--- src/scfp_pkg.sv ---
// Types and constants shared by the sum-checked frame parser modules.
`default_nettype none
package scfp_pkg;

    localparam int unsigned BYTE_W = 8;
    localparam int unsigned KIND_W = 2;

    localparam logic [KIND_W-1:0] KIND_PAYLOAD  = 2'd0;
    localparam logic [KIND_W-1:0] KIND_ACCEPT   = 2'd1;
    localparam logic [KIND_W-1:0] KIND_MISMATCH = 2'd2;

    localparam logic [BYTE_W-1:0] SYNC_RESET = 8'd170;

    typedef struct packed {
        logic [KIND_W-1:0] kind;
        logic [BYTE_W-1:0] frame_id;
        logic [BYTE_W-1:0] data_index;
        logic [BYTE_W-1:0] data_byte;
        logic [BYTE_W-1:0] frame_len;
        logic              last;
    } result_t;

endpackage
`default_nettype wire

--- src/scfp_parser.sv ---
// Frame parser state machine: decodes one received byte per accepted word.
`default_nettype none
module scfp_parser (
    input  wire logic                      aclk,
    input  wire logic                      aresetn,
    input  wire logic                      cfg_valid,
    input  wire logic [scfp_pkg::BYTE_W-1:0] cfg_data,
    input  wire logic                      in_accept,
    input  wire logic [scfp_pkg::BYTE_W-1:0] rx_byte,
    output logic                           res_valid,
    output scfp_pkg::result_t              res
);

    localparam logic [1:0] PH_SYNC = 2'd0;
    localparam logic [1:0] PH_ID   = 2'd1;
    localparam logic [1:0] PH_LEN  = 2'd2;
    localparam logic [1:0] PH_DATA = 2'd3;

    logic [1:0]                  phase_reg, phase_next;
    logic [scfp_pkg::BYTE_W-1:0] sync_reg;
    logic [scfp_pkg::BYTE_W-1:0] id_reg, id_next;
    logic [scfp_pkg::BYTE_W-1:0] len_reg, len_next;
    logic [scfp_pkg::BYTE_W-1:0] idx_reg, idx_next;
    logic [scfp_pkg::BYTE_W-1:0] sum_reg, sum_next;

    always_comb begin
        phase_next     = phase_reg;
        id_next        = id_reg;
        len_next       = len_reg;
        idx_next       = idx_reg;
        sum_next       = sum_reg;
        res_valid      = 1'b0;
        res.kind       = scfp_pkg::KIND_PAYLOAD;
        res.frame_id   = id_reg;
        res.data_index = idx_reg;
        res.data_byte  = rx_byte;
        res.frame_len  = len_reg;
        res.last       = 1'b0;
        if (in_accept) begin
            case (phase_reg)
                PH_SYNC: begin
                    if (rx_byte == sync_reg) begin
                        phase_next = PH_ID;
                        id_next    = '0;
                        len_next   = '0;
                        idx_next   = '0;
                        sum_next   = rx_byte;
                    end
                end
                PH_ID: begin
                    id_next    = rx_byte;
                    sum_next   = sum_reg + rx_byte;
                    phase_next = PH_LEN;
                end
                PH_LEN: begin
                    len_next   = rx_byte;
                    idx_next   = '0;
                    sum_next   = sum_reg + rx_byte;
                    phase_next = PH_DATA;
                end
                PH_DATA: begin
                    res_valid = 1'b1;
                    if (idx_reg < len_reg) begin
                        sum_next = sum_reg + rx_byte;
                        idx_next = idx_reg + 8'd1;
                    end else begin
                        // The checksum byte closes the frame whatever its verdict.
                        res.kind       = (rx_byte == sum_reg) ? scfp_pkg::KIND_ACCEPT
                                                              : scfp_pkg::KIND_MISMATCH;
                        res.data_index = '0;
                        res.data_byte  = '0;
                        res.last       = 1'b1;
                        phase_next     = PH_SYNC;
                    end
                end
                default: begin
                    phase_next = PH_SYNC;
                end
            endcase
        end
    end

    always_ff @(posedge aclk) begin
        if (!aresetn) begin
            phase_reg <= PH_SYNC;
            sync_reg  <= scfp_pkg::SYNC_RESET;
            id_reg    <= '0;
            len_reg   <= '0;
            idx_reg   <= '0;
            sum_reg   <= '0;
        end else begin
            phase_reg <= phase_next;
            id_reg    <= id_next;
            len_reg   <= len_next;
            idx_reg   <= idx_next;
            sum_reg   <= sum_next;
            if (cfg_valid) begin
                sync_reg <= cfg_data;
            end
        end
    end

endmodule
`default_nettype wire

--- src/scfp_out_buf.sv ---
// Output register with a skid stage, so input ready never depends on output ready.
`default_nettype none
module scfp_out_buf (
    input  wire logic              aclk,
    input  wire logic              aresetn,
    input  wire logic              push,
    input  scfp_pkg::result_t      push_data,
    output logic                   space,
    output logic                   out_valid,
    input  wire logic              out_ready,
    output scfp_pkg::result_t      out_data
);

    logic              main_valid_reg, main_valid_next;
    logic              skid_valid_reg, skid_valid_next;
    scfp_pkg::result_t main_reg, main_next;
    scfp_pkg::result_t skid_reg, skid_next;
    logic              pop;

    assign pop       = main_valid_reg && out_ready;
    assign space     = !skid_valid_reg;
    assign out_valid = main_valid_reg;
    assign out_data  = main_reg;

    always_comb begin
        main_valid_next = main_valid_reg;
        skid_valid_next = skid_valid_reg;
        main_next       = main_reg;
        skid_next       = skid_reg;
        if (skid_valid_reg) begin
            if (pop) begin
                main_next       = skid_reg;
                skid_valid_next = 1'b0;
            end
        end else if (push) begin
            if (!main_valid_reg || pop) begin
                main_next       = push_data;
                main_valid_next = 1'b1;
            end else begin
                skid_next       = push_data;
                skid_valid_next = 1'b1;
            end
        end else if (pop) begin
            main_valid_next = 1'b0;
        end
    end

    always_ff @(posedge aclk) begin
        if (!aresetn) begin
            main_valid_reg <= 1'b0;
            skid_valid_reg <= 1'b0;
        end else begin
            main_valid_reg <= main_valid_next;
            skid_valid_reg <= skid_valid_next;
        end
    end

    always_ff @(posedge aclk) begin
        main_reg <= main_next;
        skid_reg <= skid_next;
    end

endmodule
`default_nettype wire

--- src/sum_checked_frame_parser_top.sv ---
// Sum-checked frame parser: takes one received byte per word and deframes
// sync, id, length, payload and checksum, passing each payload byte out as it
// arrives and closing each frame with an accepted or mismatch word marked by
// m_tlast. Bytes outside a frame are dropped until the sync byte is seen. The
// parser takes one byte per clock cycle while s_tready is high; each byte is
// decoded by one compare, one 8-bit add and one counter update ahead of the
// output register, which registers each result for m_tvalid. A two-entry output
// stage lets s_tready stay high while one result waits, and s_tready drops
// only once two results are held. The sync value is written through the cfg
// channel, which is always ready.
`default_nettype none
module sum_checked_frame_parser_top (
    input  wire logic        aclk,
    input  wire logic        aresetn,
    input  wire logic        cfg_valid,
    output logic             cfg_ready,
    input  wire logic [7:0]  cfg_data,   // sync_byte
    input  wire logic        s_tvalid,
    output logic             s_tready,
    input  wire logic [7:0]  s_tdata,    // rx_byte
    output logic             m_tvalid,
    input  wire logic        m_tready,
    output logic [31:0]      m_tdata,    // frame_id, data_index, data_byte, frame_len
    output logic [1:0]       m_tuser,    // kind
    output logic             m_tlast     // last
);

    logic              in_accept;
    logic              res_valid;
    scfp_pkg::result_t res;
    scfp_pkg::result_t out_res;

    assign cfg_ready = 1'b1;
    assign in_accept = s_tvalid && s_tready;

    scfp_parser u_parser (
        .aclk      (aclk),
        .aresetn   (aresetn),
        .cfg_valid (cfg_valid),
        .cfg_data  (cfg_data),
        .in_accept (in_accept),
        .rx_byte   (s_tdata),
        .res_valid (res_valid),
        .res       (res)
    );

    scfp_out_buf u_out_buf (
        .aclk      (aclk),
        .aresetn   (aresetn),
        .push      (res_valid),
        .push_data (res),
        .space     (s_tready),
        .out_valid (m_tvalid),
        .out_ready (m_tready),
        .out_data  (out_res)
    );

    assign m_tdata = {out_res.frame_len, out_res.data_byte, out_res.data_index,
                      out_res.frame_id};
    assign m_tuser = out_res.kind;
    assign m_tlast = out_res.last;

endmodule
`default_nettype wire

--- config.mk ---
export PLATFORM = sky130hd
export DESIGN_NAME = sum_checked_frame_parser_top
export DESIGN_NICKNAME = d
export VERILOG_FILES = /design/src/scfp_pkg.sv /design/src/scfp_parser.sv /design/src/scfp_out_buf.sv /design/src/sum_checked_frame_parser_top.sv
export SDC_FILE = /design/constraint.sdc
export NUM_CORES = 1
export LEC_CHECK = 0
export BUFFER_PORTS_ARGS = -buffer_cell sky130_fd_sc_hd__buf_2
export CAP_MARGIN = 10
export CORE_AREA = 5 5 115 117
export CTS_CLUSTER_DIAMETER = 80
export DETAILED_ROUTE_END_ITERATION = 8
export DIE_AREA = 0 0 120 122
export GPL_TIMING_DRIVEN = 0
export HOLD_SLACK_MARGIN = 0.03
export SLEW_MARGIN = 20
export SYNTH_ARGS = -nofsm -noshare
export SYNTH_HDL_FRONTEND = slang
export SYNTH_HIERARCHICAL = 1
export SYNTH_SLANG_ARGS = --single-unit
--- constraint.sdc ---
create_clock -name aclk -period 5.85 [get_ports aclk]
set_input_delay 0.585 -clock aclk [delete_from_list [all_inputs] [get_ports aclk]]
set_output_delay 0.585 -clock aclk [all_outputs]
set_load 0.03 [all_outputs]
* Word level (Yosys, flattened, before mapping)
Cells that the tools add are included.
W data, S select, Z words.
** Cells by class
- Eq/ne operators :: 10
- $add $sub $neg :: 2
- Multiplexer cells :: 34
- Reductions and logical operators :: 21
- Bitwise operators :: 2
- Magnitude comparators :: 1
** Operators with widths (count)
- $mux W35 :: 4
- $mux W16 :: 3
- $pmux W8 S3 :: 2
- $mux W8 :: 4
- $pmux W8 S2 :: 2
- $reduce_and A3 Y1 :: 7
- $eq A8 B8 Y1 :: 2
- $mux W1 :: 12
- $mux W2 :: 6
- $reduce_bool A2 Y1 :: 5
- $add A8 B1 Y8 const B :: 1
- $add A8 B8 Y8 :: 1
- $lt A8 B8 Y1 :: 1
- $pmux W2 S4 :: 1
- $ne A2 B1 Y1 const B :: 3
- $eq A2 B2 Y1 const B :: 2
- $ne A2 B2 Y1 const B :: 2
- $reduce_and A4 Y1 :: 1
- $reduce_bool A3 Y1 :: 1
- $eq A2 B1 Y1 const B :: 1
- $logic_and A1 B1 Y1 :: 2
- $logic_not A1 Y1 :: 2
- $logic_not A2 Y1 :: 1
- $not A1 Y1 :: 2
- 2 further kinds :: 2
** Word-level totals
- Output and inout port bits :: 38
- Word-level logic and storage cells :: 90
- Bits of input ports :: 21
- Flip-flop bits (word level) :: 114

* Logic depth before layout (Yosys ltp)
Gate-level depths: netlist of the first run.
- Depth after elaboration :: 8
- Depth in mapped cells :: 11
- Mapped depth without buffers :: 9

* Modules after synthesis
Netlist of the first run, hierarchy kept.
** By module, submodules not included
- scfp_out_buf :: seq. area each 2142.1 sq um, cells an instance 123, times used 1, area an instance 2636.3 sq um
- scfp_parser :: seq. area each 840.8 sq um, cells an instance 300, times used 1, area an instance 2625.0 sq um
- sum_checked_frame_parser_top :: seq. area each 0.0 sq um, cells an instance 3, times used 1, area an instance 17.5 sq um

* Worst setup path after synthesis of the first run
Ideal clock, no wire load.
- Path kind :: flip-flop to flip-flop
- From :: register u_out_buf.skid_valid_reg
- To :: register u_out_buf.main_reg, in the netlist u_out_buf/out_data[0] (enable)
- Buffers on the path :: 2
- Setup time :: 0.439 ns
- Clock period less this slack :: 3.648 ns
- Setup slack :: 2.202 ns
- Required time :: 5.411 ns
- Cell stages (with the launch flop) :: 8
- Arrival time :: 3.209 ns
- Path through :: dfxtp_1 buf_4 inv_1 and2_1 clkbuf_1 and2_1 mux2i_1 a21oi_1
** Between the ends
- Cells in the longest elaborated chain, start to end :: 5
- Elaborated cells between the ends (all ways) :: 7
- Those cells by class :: eq/ne (1); mux (1); reduce/logical (5)
** RTL lines
- from (decl) :: line scfp_out_buf.sv:15 : logic skid_valid_reg, skid_valid_next;
- from (signal assigned) :: line scfp_out_buf.sv:54 : skid_valid_reg <= skid_valid_next;
- $logic_not A1 Y1 :: line scfp_out_buf.sv:21 : assign space = !skid_valid_reg;
- named net s_tready :: line sum_checked_frame_parser_top.sv:19 : output logic s_tready,
- $logic_and A1 B1 Y1 :: line sum_checked_frame_parser_top.sv:34 : assign in_accept = s_tvalid && s_tready;
- named net in_accept :: line sum_checked_frame_parser_top.sv:28 : logic in_accept;
- $mux W1 :: line scfp_parser.sv:39 : if (in_accept) begin
- named net res_valid :: line sum_checked_frame_parser_top.sv:29 : logic res_valid;
- $reduce_bool A2 Y1 (no source line)
- $reduce_and A3 Y1 (no source line)
- to (signal assigned) :: line scfp_out_buf.sv:59 : main_reg <= main_next;
- to (decl) :: line scfp_out_buf.sv:16 : scfp_pkg::result_t main_reg, main_next;
The timed path passes the listed nets, and every way through them passes these cells.
A chain may end at the register's enable or synchronous reset.

==> insert_results.sql, run 1 <==
INSERT INTO impl_metrics (metric_group, metric, value, unit) VALUES
('outcome', 'status', 'finished clean', ''),
('yosys', 'ys_top_cells_by_count', 'sky130_fd_sc_hd__edfxtp_1, sky130_fd_sc_hd__dfxtp_1, sky130_fd_sc_hd__nor2b_1', ''),
('setup_path', 'timing.critical_path.slowest_stage_cell', 'sky130_fd_sc_hd__dfxtp_1', ''),
('sta', 'fmaxAchievable', '344', 'MHz'),
('sta', 'final_period_minus_worst_setup_slack', '2.91', 'ns'),
('setup_path', 'r2r_slack', '2.94', 'ns'),
('setup_path', 'critPathCaptureType', 'flop', ''),
('yosys', 'async_sr_flop_fraction', '0', '%'),
('clock_tree', 'clock_latency', '0.41', 'ns'),
('worst_hold_path', 'hold_path_startpoint', 'cfg_data[1]', ''),
('global_route', 'globalRoute.totalOverflow', '0', ''),
('yosys', 'summed_instance_area_of_the_synthesized_netlist', '0.00528', 'mm^2'),
('route', 'ant_nets', '0', ''),
('setup_path', 'maximum_fanout_encountered_on_the_critical_timing_path', '11', ''),
('setup_path', 'crit_type', 'reg2reg', ''),
('worst_hold_path', 'min-delay-path-class', 'in2reg', ''),
('global_route', 'grt_usage', '16.6', '%'),
('route', 'avgRoutedWirePerCell', '17.5', 'um'),
('yosys', 'cell_count_after_synthesis', '426', ''),
('route', 'route.detailed.vias_per_inst', '5.34', ''),
('yosys', 'post_synthesis_register_bit_count', '114', ''),
('setup_path', 'reg2regPathDepth', '10', ''),
('sta', 'fin_worst_skew', '0.0131', 'ns'),
('placed_design', 'gp_routability_congestion', '0.877', ''),
('clock_tree', 'clock_tree_buf_depth', '2', ''),
('layout', 'filler_free_cell_count_of_the_finished_design', '666', ''),
('yosys', 'mean_instance_size_in_the_synthesized_netlist', '12.4', 'um^2'),
('setup_path', 'r2r_end', 'u_out_buf/out_data[22]$_DFFE_PP_', ''),
('global_route', 'grt_start_max_net_pins', '30', ''),
('clock_tree', 'h-tree-depth', '4', ''),
('die', 'core', '0.0123', 'mm^2'),
('placed_design', 'portBuffers', '56', ''),
('layout', 'drive_gt1_share', '26.2', '%'),
('sta', 'setup-violations-final', '0', ''),
('clock_tree', 'post_cts_resize_count', '0', ''),
('global_route', 'grt_pass1_wl', '18.6', 'mm'),
('layout', 'num-nets-final', '544', ''),
('layout', 'fin_util', '52.2', '%'),
('clock_tree', 'clk_pin_slew_worst_paths', '0.06', 'ns'),
('route', 'postRouteWirelength', '11.6', 'mm'),
('sta', 'setup_ws', '2.94', 'ns'),
('layout', 'areaGrowthSynthToFinish', '21.2', '%'),
('yosys', 'synth_enable_flop_cells', '70', ''),
('die', 'floorplan.die_area', '0.0146', 'mm^2'),
('yosys', 'share_of_the_synthesized_area_in_the_top_cell_type', '39.8', '%'),
('clock_tree', 'clkSinkCount', '114', ''),
('pwr', 'design_power_total', '1.94', 'mW'),
('clock_tree', 'buffer_count_from_post_cts_setup_fixing', '0', ''),
('global_route', 'initial_antenna_violation_count', '0', ''),
('run', 'timing.max_cap.violations', '0', ''),
('sta', 'max_slew.worst_pin.slew', '0.838', 'ns'),
('yosys', 'synth_seq_area_share', '56.5', '%'),
('sta', 'setup_tns', '0', 'ns'),
('worst_hold_path', 'min_delay_path_depth', '3', ''),
('yosys', 'synth_top_area_cell', 'sky130_fd_sc_hd__edfxtp_1', ''),
('route', 'number_of_detailed_route_iterations_in_the_first_pass', '4', ''),
('setup_path', 'regToRegStartpoint', 'u_parser/len_reg[7]$_SDFFE_PN0P_', ''),
('worst_hold_path', 'min_delay_worst_endpoint', 'u_parser/sync_reg[1]$_SDFFE_PN1P_', ''),
('setup_path', 'startpoint_types', 'flop', ''),
('setup_path', 'crit_chain', 'inv_1 > ha_1 > and4_1 > o21ai_0 > o21ai_1 > and2_1 > clkbuf_1 > buf_2 > nor2b_1 > mux2_2', ''),
('global_route', 'number_of_global_route_vias_before_repair', '3544', ''),
('die', 'die_width', '120', 'um'),
('die', 'num_io_pins', '59', ''),
('route', 'routed-via-count', '3554', ''),
('layout', 'stdcell_area', '0.00640', 'mm^2'),
('placed_design', 'dp_slack', '2.99', 'ns'),
('yosys', 'synthesis.nets', '467', ''),
('yosys', 'ys_dominant_reg_cell', 'sky130_fd_sc_hd__edfxtp_1', ''),
('pwr', 'ir_worst_vdd', '0.000132', 'V'),
('sta', 'slew_headroom', '43.9', '%'),
('pwr', 'total_power_density_per_cell_area', '304', 'mW/mm^2');
final cells by class:
class                   instances  area [um^2]  share of cell area (%)
flip-flops and latches        114         2980                    46.6
multi-input cells             271         2130                    33.3
well taps                     150          188                    2.93
repair buffers                 58          328                    5.12
plain buffers                  22          106                    1.66
clock inverters                15          166                    2.60
clock buffers                  17          425                    6.65
inverters                      19         71.3                    1.11
cell usage in the layout (no fill, tap or decap), drive strengths merged, types with 3 or more instances in the layout:
| cell | synthesis | routed |
|---|---|---|
| o21a | 6 | 6 |
| clkbuf | 14 | 31 |
| a21boi | 4 | 4 |
| mux2i | 15 | 15 |
| mux2 | 37 | 37 |
| a22oi | 16 | 16 |
| nand2b | 3 | 3 |
| clkinvlp | 0 | 5 |
| nor2 | 7 | 7 |
| and2 | 4 | 4 |
| nor2b | 42 | 42 |
| a21oi | 14 | 14 |
| o21ai | 15 | 15 |
| a211oi | 3 | 3 |
| o211ai | 5 | 5 |
| nor4 | 4 | 4 |
| nor4b | 3 | 3 |
| nor3b | 3 | 3 |
| o2bb2ai | 3 | 3 |
| and3 | 7 | 7 |
| dfxtp | 44 | 44 |
| nand3 | 3 | 3 |
| inv | 19 | 20 |
| a21o | 3 | 3 |
| nand2 | 17 | 17 |
| xnor2 | 10 | 10 |
| nand4 | 5 | 5 |
| nand3b | 3 | 3 |
| bufinv | 0 | 3 |
| buf | 8 | 66 |
| ha | 19 | 19 |
| clkinv | 0 | 6 |
| edfxtp | 70 | 70 |
how the worst max path moves through the flow:
stage	from	endpoint	slack, ns	cells past startpoint
finish	u_parser/len_reg[7]$_SDFFE_PN0P_	u_out_buf/out_data[22]$_DFFE_PP_	2.94	10
detailed placement	u_parser/len_reg[7]$_SDFFE_PN0P_	u_out_buf/out_data[20]$_DFFE_PP_	2.99	10
CTS	u_parser/len_reg[7]$_SDFFE_PN0P_	u_out_buf/out_data[22]$_DFFE_PP_	2.96	10
global route	u_parser/len_reg[7]$_SDFFE_PN0P_	u_out_buf/out_data[10]$_DFFE_PP_	2.72	10
floorplan	u_out_buf/skid_valid_reg$_SDFF_PN0_	u_out_buf/out_data[0]$_DFFE_PP_	2.20	7
global placement	s_tvalid	u_out_buf/out_data[22]$_DFFE_PP_	1.42	6
report_power, final:
part           internal [mW]  leakage [nW]  switching [mW]
combinational         0.0276          1.22          0.0375
sequential             0.849         0.994         0.00272
clock                  0.663         0.274           0.362
metal layers:
layer / up-vias / track usage (%) / part of all wire, % / wire length [um]
met3: 27 / 4.78 / 5.3 / 617
met2: 107 / 25.3 / 45 / 5270
li1: 1731 / - / - / -
met4: 0 / 7.66 / 2.1 / 239
met1: 1689 / 22.1 / 47 / 5500
met5: - / 0 / 0 / 0
critical path, delay by kind of cell (launching register included):
family,cells,cell delay (ns)
buffers and inverters,3,0.71
and+or+nand+nor,3,0.50
AOI/OAI and AO/OA,2,0.46
DFF,1,0.40
adders and majority gates,1,0.31
muxes,1,0.27
cells by family (layout without fill, tap and decap cells):
family | count (synthesis) | count (layout) | share of synthesized area [%]
other | 1 | 1 | 0.0710
AOI/OAI and AO/OA | 78 | 78 | 10.2
buffers and inverters | 41 | 131 | 3.37
xor gates and xnor gates | 12 | 12 | 1.99
and+or+nand+nor | 108 | 108 | 12.3
adders and majority gates | 20 | 20 | 4.88
DFF | 114 | 114 | 56.5
muxes | 52 | 52 | 10.7
(Power assumes the default switching activity.)
==> run 2, diff against run 1 <==
==> constraint.sdc (replaced) <==
create_clock -name aclk -period 2.95 [get_ports aclk]
set_input_delay 0.295 -clock aclk [delete_from_list [all_inputs] [get_ports aclk]]
set_output_delay 0.295 -clock aclk [all_outputs]
set_load 0.03 [all_outputs]
==> insert_results.sql, run 2 (same netlist as run 1, synthesis figures left out) <==
INSERT INTO impl_metrics (metric_group, metric, value, unit) VALUES
('setup_path', 'critPathCaptureType', 'flop', ''),
('sta', 'max_slew.worst_pin.slew', '0.748', 'ns'),
('sta', 'fmaxAchievable', '364', 'MHz'),
('layout', 'drive_gt1_share', '26.8', '%'),
('clock_tree', 'cts_root_buffer', 'sky130_fd_sc_hd__clkbuf_16', ''),
('sta', 'setup_ws', '0.203', 'ns'),
('setup_path', 'timing.critical_path.slowest_stage_cell', 'sky130_fd_sc_hd__dfxtp_1', ''),
('worst_hold_path', 'min_delay_path_depth', '3', ''),
('global_route', 'globalRoute.totalOverflow', '0', ''),
('layout', 'mostFrequentLayoutCells', 'sky130_fd_sc_hd__edfxtp_1, sky130_fd_sc_hd__buf_2, sky130_fd_sc_hd__dfxtp_1, sky130_fd_sc_hd__nor2b_1, sky130_fd_sc_hd__mux2_2', ''),
('sta', 'setup_tns', '0', 'ns'),
('placed_design', 'gp_routability_congestion', '0.883', ''),
('placed_design', 'detailedPlacementHpwl', '8.16', 'mm'),
('route', 'ant_nets', '0', ''),
('global_route', 'initial_antenna_violation_count', '0', ''),
('layout', 'antenna_diode_count', '0', ''),
('sta', 'timing.final.crit_share', '93.1', '%'),
('die', 'row_count', '41', ''),
('die', 'core', '0.0123', 'mm^2'),
('clock_tree', 'h-tree-depth', '4', ''),
('global_route', 'grt_pass1_wl', '18.7', 'mm'),
('die', 'die_y', '122', 'um'),
('pwr', 'leakage_power', '2.47', 'nW'),
('layout', 'num-nets-final', '543', ''),
('global_route', 'number_of_global_route_vias_before_repair', '3652', ''),
('route', 'number_of_detailed_route_iterations_in_the_first_pass', '7', ''),
('sta', 'slew_headroom', '49.9', '%'),
('clock_tree', 'clkSinkCount', '114', ''),
('route', 'remaining_drc_errors', '0', ''),
('setup_path', 'reg2regPathDepth', '10', ''),
('layout', 'multi_input_area', '0.00213', 'mm^2'),
('setup_path', 'number_of_stages_on_the_worst_setup_path', '10', ''),
('clock_tree', 'cts_tree', 'yes', ''),
('setup_path', 'crit_chain', 'inv_1 > ha_1 > and4_1 > o21ai_0 > o21ai_2 > and2_1 > clkbuf_1 > buf_2 > nor2b_1 > mux2_2', ''),
('die', 'num_io_pins', '59', ''),
('clock_tree', 'clock_latency', '0.41', 'ns'),
('layout', 'nFillCells', '1076', ''),
('route', 'first_iter_violations', '223', ''),
('die', 'initial_utilization', '43.1', '%'),
('clock_tree', 'post_cts_resize_count', '0', ''),
('pwr', 'ir_worst_vdd', '0.000369', 'V'),
('setup_path', 'maximum_fanout_encountered_on_the_critical_timing_path', '11', ''),
('layout', 'layout_commonest_cell', 'sky130_fd_sc_hd__edfxtp_1', ''),
('global_route', 'grt_start_max_net_pins', '30', ''),
('sta', 'unrepaired_setup_endpoints_after_global_routing', 'no', ''),
('setup_path', 'crit_type', 'reg2reg', ''),
('clock_tree', 'tritoncts.num_buffers', '17', ''),
('sta', 'final_period_minus_worst_setup_slack', '2.75', 'ns'),
('sta', 'setup-violations-final', '0', ''),
('sta', 'final-max-slew-violation-count', '0', ''),
('sta', 'timing.final.hold_violations', '0', ''),
('setup_path', 'critical_path_required', '3.11', 'ns'),
('placed_design', 'dp_slack', '0.149', 'ns'),
('worst_hold_path', 'min-delay-path-class', 'in2reg', ''),
('setup_path', 'top_cell_family_by_delay_on_the_critical_path', 'buffers and inverters', ''),
('route', 'postRouteWirelength', '11.5', 'mm'),
('setup_path', 'critical_path_arrival', '2.90', 'ns'),
('layout', 'areaGrowthSynthToFinish', '20.3', '%'),
('clock_tree', 'cts_hold_buffers_added', '0', ''),
('sta', 'fin_worst_skew', '0.00555', 'ns'),
('clock_tree', 'clock_tree_buf_depth', '2', ''),
('pwr', 'design_power_total', '3.67', 'mW'),
('clock_tree', 'clk_pin_slew_worst_paths', '0.05', 'ns'),
('setup_path', 'cp_slowest_stage_delay', '0.40', 'ns'),
('layout', 'final-seq-area', '0.00298', 'mm^2'),
('route', 'avgRoutedWirePerCell', '17.3', 'um'),
('setup_path', 'startpoint_types', 'flop', ''),
('route', 'routed-via-count', '3579', ''),
('pwr', 'total_power_density_per_cell_area', '578', 'mW/mm^2'),
('placed_design', 'portBuffers', '56', ''),
('outcome', 'status', 'finished clean', ''),
('route', 'route.detailed.vias_per_inst', '5.38', ''),
('clock_tree', 'buffer_count_from_post_cts_setup_fixing', '0', ''),
('global_route', 'grt_usage', '16.7', '%'),
('setup_path', 'critical_path.n_buffers_inverters', '3', ''),
('die', 'die_width', '120', 'um'),
('placed_design', 'inst_count_dp', '634', ''),
('layout', 'filler_free_cell_count_of_the_finished_design', '665', ''),
('die', 'floorplan.die_area', '0.0146', 'mm^2'),
('run', 'timing.max_cap.violations', '0', '');
==> run 2: cell count changes in the layout (fill, tap and decap cells not counted), sizes merged <==
cell,before,now
bufinv,3,1
clkbuf,31,30
clkinv,6,8
==> run 2: worst paths after layout <==
path / slack [ns] / start / endpoint
setup reg to reg: 0.20 / u_parser/len_reg[7]$_SDFFE_PN0P_ / u_out_buf/out_data[23]$_DFFE_PP_
hold / removal: 0.1 / cfg_data[1] / u_parser/sync_reg[1]$_SDFFE_PN1P_
setup / recovery: 0.20 / u_parser/len_reg[7]$_SDFFE_PN0P_ / u_out_buf/out_data[23]$_DFFE_PP_
hold reg to reg: 0.47 / u_parser/id_reg[3]$_SDFFE_PN0P_ / u_out_buf/skid_reg[28]$_DFFE_PP_
==> run 2: power by group <==
| group | switching (mW) | internal [mW] | total (mW) |
|---|---|---|---|
| combinational | 0.0746 | 0.0544 | 0.129 |
| sequential | 0.00518 | 1.68 | 1.69 |
| clock | 0.709 | 1.14 | 1.85 |
==> run 2: final cells by class <==
type / count / area share, %
sequential: 114 / 47.0
multi-input combinational: 271 / 33.6
clock buffer: 17 / 6.70
timing repair buffer: 58 / 5.16
tap: 150 / 2.96
clock inverter: 15 / 1.87
buffer: 21 / 1.62
inverter: 19 / 1.12
==> run 2: routing by layer <==
| layer | up-vias | global-route usage (%) | routed length, um |
|---|---|---|---|
| met4 | 0 | 8.59 | 324 |
| met3 | 20 | 5.01 | 698 |
| met2 | 118 | 26.8 | 5320 |
| met5 | - | 0 | 0 |
| met1 | 1721 | 20.5 | 5150 |
| li1 | 1720 | - | - |
==> run 2: worst register-to-register path, stage by stage, from the launching register on <==
cell	delay, ns
sky130_fd_sc_hd__dfxtp_1	0.40
sky130_fd_sc_hd__inv_1	0.07
sky130_fd_sc_hd__ha_1	0.31
sky130_fd_sc_hd__and4_1	0.20
sky130_fd_sc_hd__o21ai_0	0.16
sky130_fd_sc_hd__o21ai_2	0.24
sky130_fd_sc_hd__and2_1	0.16
sky130_fd_sc_hd__clkbuf_1	0.30
sky130_fd_sc_hd__buf_2	0.30
sky130_fd_sc_hd__nor2b_1	0.09
sky130_fd_sc_hd__mux2_2	0.27
==> run 2: per-stage QoR <==
| stage | util, % | hold slack [ns] | area (um^2) |
|---|---|---|---|
| detailed placement | 47.4 | 0.451 | 5810 |
| CTS | 51.8 | 0.0788 | 6350 |
| finish | 51.8 | 0.0992 | 6350 |
| global route | 51.8 | 0.0895 | 6350 |
| floorplan | - | 0.392 | 5280 |
| global placement | 46.9 | 0.440 | 5750 |
==> run 3, diff against run 2 <==
--- a/config.mk
+++ b/config.mk
@@ -7,10 +7,10 @@
 export LEC_CHECK = 0
 export BUFFER_PORTS_ARGS = -buffer_cell sky130_fd_sc_hd__buf_2
 export CAP_MARGIN = 10
-export CORE_AREA = 5 5 115 117
+export CORE_AREA = 5 5 83 162
 export CTS_CLUSTER_DIAMETER = 80
 export DETAILED_ROUTE_END_ITERATION = 8
-export DIE_AREA = 0 0 120 122
+export DIE_AREA = 0 0 88 167
 export GPL_TIMING_DRIVEN = 0
 export HOLD_SLACK_MARGIN = 0.03
 export SLEW_MARGIN = 20
==> insert_results.sql, run 3 (same netlist as run 1, synthesis figures left out) <==
INSERT INTO impl_metrics (metric_group, metric, value, unit) VALUES
('outcome', 'status', 'finished clean', ''),
('global_route', 'grt_pass1_wl', '19.2', 'mm'),
('placed_design', 'dpl-instance-area', '0.00580', 'mm^2'),
('sta', 'timing.final.crit_share', '90.0', '%'),
('placed_design', 'gp_routability_congestion', '0.797', ''),
('layout', 'stdcell_area', '0.00646', 'mm^2'),
('route', 'ant_nets', '0', ''),
('sta', 'fin_worst_skew', '0.00992', 'ns'),
('setup_path', 'crit_type', 'reg2reg', ''),
('die', 'num_io_pins', '59', ''),
('clock_tree', 'clock_tree_buf_depth', '2', ''),
('global_route', 'grt_usage', '17.5', '%'),
('setup_path', 'regToRegStartpoint', 'u_parser/len_reg[7]$_SDFFE_PN0P_', ''),
('placed_design', 'detailedPlacementHpwl', '8.70', 'mm'),
('setup_path', 'startpoint_types', 'flop', ''),
('clock_tree', 'clock_latency', '0.40', 'ns'),
('worst_hold_path', 'min-delay-path-class', 'in2reg', ''),
('layout', 'mostFrequentLayoutCells', 'sky130_fd_sc_hd__edfxtp_1, sky130_fd_sc_hd__buf_2, sky130_fd_sc_hd__dfxtp_1, sky130_fd_sc_hd__nor2b_1, sky130_fd_sc_hd__mux2_2', ''),
('layout', 'fin_util', '53.6', '%'),
('pwr', 'cellInternalPower', '3.32', 'mW'),
('global_route', 'globalRoute.totalOverflow', '0', ''),
('route', 'avgRoutedWirePerCell', '18.2', 'um'),
('pwr', 'ir_worst_vdd', '0.000392', 'V'),
('layout', 'layout_commonest_cell', 'sky130_fd_sc_hd__edfxtp_1', ''),
('layout', 'drive_gt1_share', '26.7', '%'),
('sta', 'setup_ws', '0.295', 'ns'),
('clock_tree', 'cts_hold_buffers_added', '0', ''),
('route', 'number_of_detailed_route_iterations_in_the_first_pass', '5', ''),
('global_route', 'grt_start_max_net_pins', '28', ''),
('die', 'initial_utilization', '43.8', '%'),
('pwr', 'power.sequential.fraction', '41.1', '%'),
('placed_design', 'dp_slack', '0.0222', 'ns'),
('run', 'timing.max_cap.violations', '0', ''),
('setup_path', 'maximum_fanout_encountered_on_the_critical_timing_path', '11', ''),
('layout', 'nFillCells', '1062', ''),
('sta', 'finalHoldWorstSlack', '0.104', 'ns'),
('placed_design', 'portBuffers', '56', ''),
('setup_path', 'critPathCaptureType', 'flop', ''),
('sta', 'final-max-slew-violation-count', '0', ''),
('pwr', 'sw_frac_of_total', '19.2', '%'),
('setup_path', 'worstSetupEndpoint', 'u_out_buf/out_data[23]$_DFFE_PP_', ''),
('clock_tree', 'clkSinkCount', '114', ''),
('layout', 'num-nets-final', '542', ''),
('sta', 'unrepaired_setup_endpoints_after_global_routing', 'no', ''),
('layout', 'antenna_diode_count', '0', ''),
('route', 'remaining_drc_errors', '0', ''),
('layout', 'filler_free_cell_count_of_the_finished_design', '661', ''),
('sta', 'slew_headroom', '43.8', '%'),
('die', 'floorplan.die_area', '0.0147', 'mm^2'),
('setup_path', 'r2r_slack', '0.29', 'ns'),
('setup_path', 'reg2regPathDepth', '9', ''),
('global_route', 'initial_antenna_violation_count', '0', ''),
('die', 'die_y', '167', 'um'),
('sta', 'setup-violations-final', '0', ''),
('sta', 'fmaxAchievable', '377', 'MHz'),
('pwr', 'switchingPower', '788', 'uW'),
('sta', 'final_period_minus_worst_setup_slack', '2.66', 'ns'),
('die', 'core', '0.0121', 'mm^2'),
('pwr', 'leakage_power', '2.53', 'nW'),
('global_route', 'number_of_global_route_vias_before_repair', '3753', ''),
('layout', 'multi_input_area', '0.00213', 'mm^2'),
('pwr', 'share_clk_of_total_power', '55.7', '%'),
('route', 'route.detailed.vias_per_inst', '5.47', ''),
('die', 'die_width', '88', 'um'),
('clock_tree', 'tritoncts.num_buffers', '17', ''),
('setup_path', 'critical_path_arrival', '2.80', 'ns'),
('clock_tree', 'clk_pin_slew_worst_paths', '0.05', 'ns'),
('clock_tree', 'h-tree-depth', '4', ''),
('clock_tree', 'cts_root_buffer', 'sky130_fd_sc_hd__clkbuf_16', ''),
('route', 'routed-via-count', '3615', ''),
('sta', 'timing.final.hold_violations', '0', ''),
('pwr', 'total_power_density_per_cell_area', '635', 'mW/mm^2'),
('pwr', 'power_frac_comb', '3.2', '%'),
('setup_path', 'r2r_end', 'u_out_buf/out_data[23]$_DFFE_PP_', ''),
('setup_path', 'critPathLaunch', 'u_parser/len_reg[7]$_SDFFE_PN0P_', ''),
('die', 'row_count', '57', ''),
('clock_tree', 'cts_tree', 'yes', ''),
('sta', 'max_slew.worst_pin.slew', '0.840', 'ns'),
('route', 'postRouteWirelength', '12.0', 'mm'),
('placed_design', 'inst_count_dp', '631', ''),
('route', 'first_iter_violations', '204', ''),
('setup_path', 'critical_path_required', '3.10', 'ns'),
('layout', 'final-seq-area', '0.00298', 'mm^2'),
('layout', 'areaGrowthSynthToFinish', '22.4', '%');
[run 3: changes by cell type in the layout (fill, tap and decap cells not counted)]
| cell | delta |
|---|---|
| sky130_fd_sc_hd__bufinv_16 | +5 |
| sky130_fd_sc_hd__clkinvlp_4 | -3 |
| sky130_fd_sc_hd__clkinv_2 | -4 |
| sky130_fd_sc_hd__clkinv_4 | +1 |
[run 3: what timing repair did]
action	4_1_cts	5_1_grt
gates resized for setup	0	1
buffers inserted	0	0
endpoints found under the setup margin	0	9
[run 3: worst min-delay path by stage]
stage	slack (ns)	depth (start not counted)	startpoint	to
floorplan	0.39	1	m_tready	u_out_buf/skid_valid_reg$_SDFF_PN0_
global placement	0.44	0	u_parser/id_reg[1]$_SDFFE_PN0P_	u_out_buf/skid_reg[26]$_DFFE_PP_
detailed placement	0.44	0	u_parser/id_reg[3]$_SDFFE_PN0P_	u_out_buf/skid_reg[28]$_DFFE_PP_
CTS	0.09	3	cfg_data[5]	u_parser/sync_reg[5]$_SDFFE_PN1P_
global route	0.1	3	cfg_data[5]	u_parser/sync_reg[5]$_SDFFE_PN1P_
finish	0.10	3	cfg_data[5]	u_parser/sync_reg[5]$_SDFFE_PN1P_
[run 3: cell type report]
type,count,share of cell area [%]
plain buffers,20,1.53
clock buffers,18,6.64
clock inverters,14,3.64
inverters,19,1.10
multi-input cells,271,33.0
flip-flops and latches,114,46.1
well taps,147,2.85
repair buffers,58,5.07
[run 3: metrics by stage]
| step | total power, mW | TNS [ns] |
|---|---|---|
| after global routing | 4.24 | 0 |
| final | 4.11 | 0 |
| after global placement | 1.85 | -15.69 |
| after floorplan | 1.80 | 0 |
| after detailed placement | 1.85 | 0 |
| after CTS | 4.15 | 0 |
[run 3: critical path, stage by stage, from the launching register on]
cell,delay [ns]
sky130_fd_sc_hd__dfxtp_1,0.39
sky130_fd_sc_hd__inv_1,0.06
sky130_fd_sc_hd__ha_1,0.32
sky130_fd_sc_hd__and4_1,0.19
sky130_fd_sc_hd__o21ai_0,0.14
sky130_fd_sc_hd__o21ai_2,0.26
sky130_fd_sc_hd__and2_1,0.36
sky130_fd_sc_hd__buf_2,0.31
sky130_fd_sc_hd__nor2b_1,0.09
sky130_fd_sc_hd__mux2_2,0.28
[run 3: power groups by stage]
stage / combinational [mW] / clock (mW) / sequential (mW)
6_report: 0.130 / 2.29 / 1.69
5_1_grt: 0.142 / 2.41 / 1.69
4_1_cts: 0.131 / 2.33 / 1.69
3_5_place_dp: 0.131 / 0 / 1.72
3_3_place_gp: 0.126 / 0 / 1.72
2_1_floorplan: 0.0795 / 0 / 1.72
[run 3: layer usage]
metal,vias to the layer above,share of wire [%],global-route usage (%)
met3,18,4.4,4.60
met2,92,54,30.6
met5,-,0,0
met1,1780,38,18.1
met4,0,3.6,10.0
li1,1725,-,-
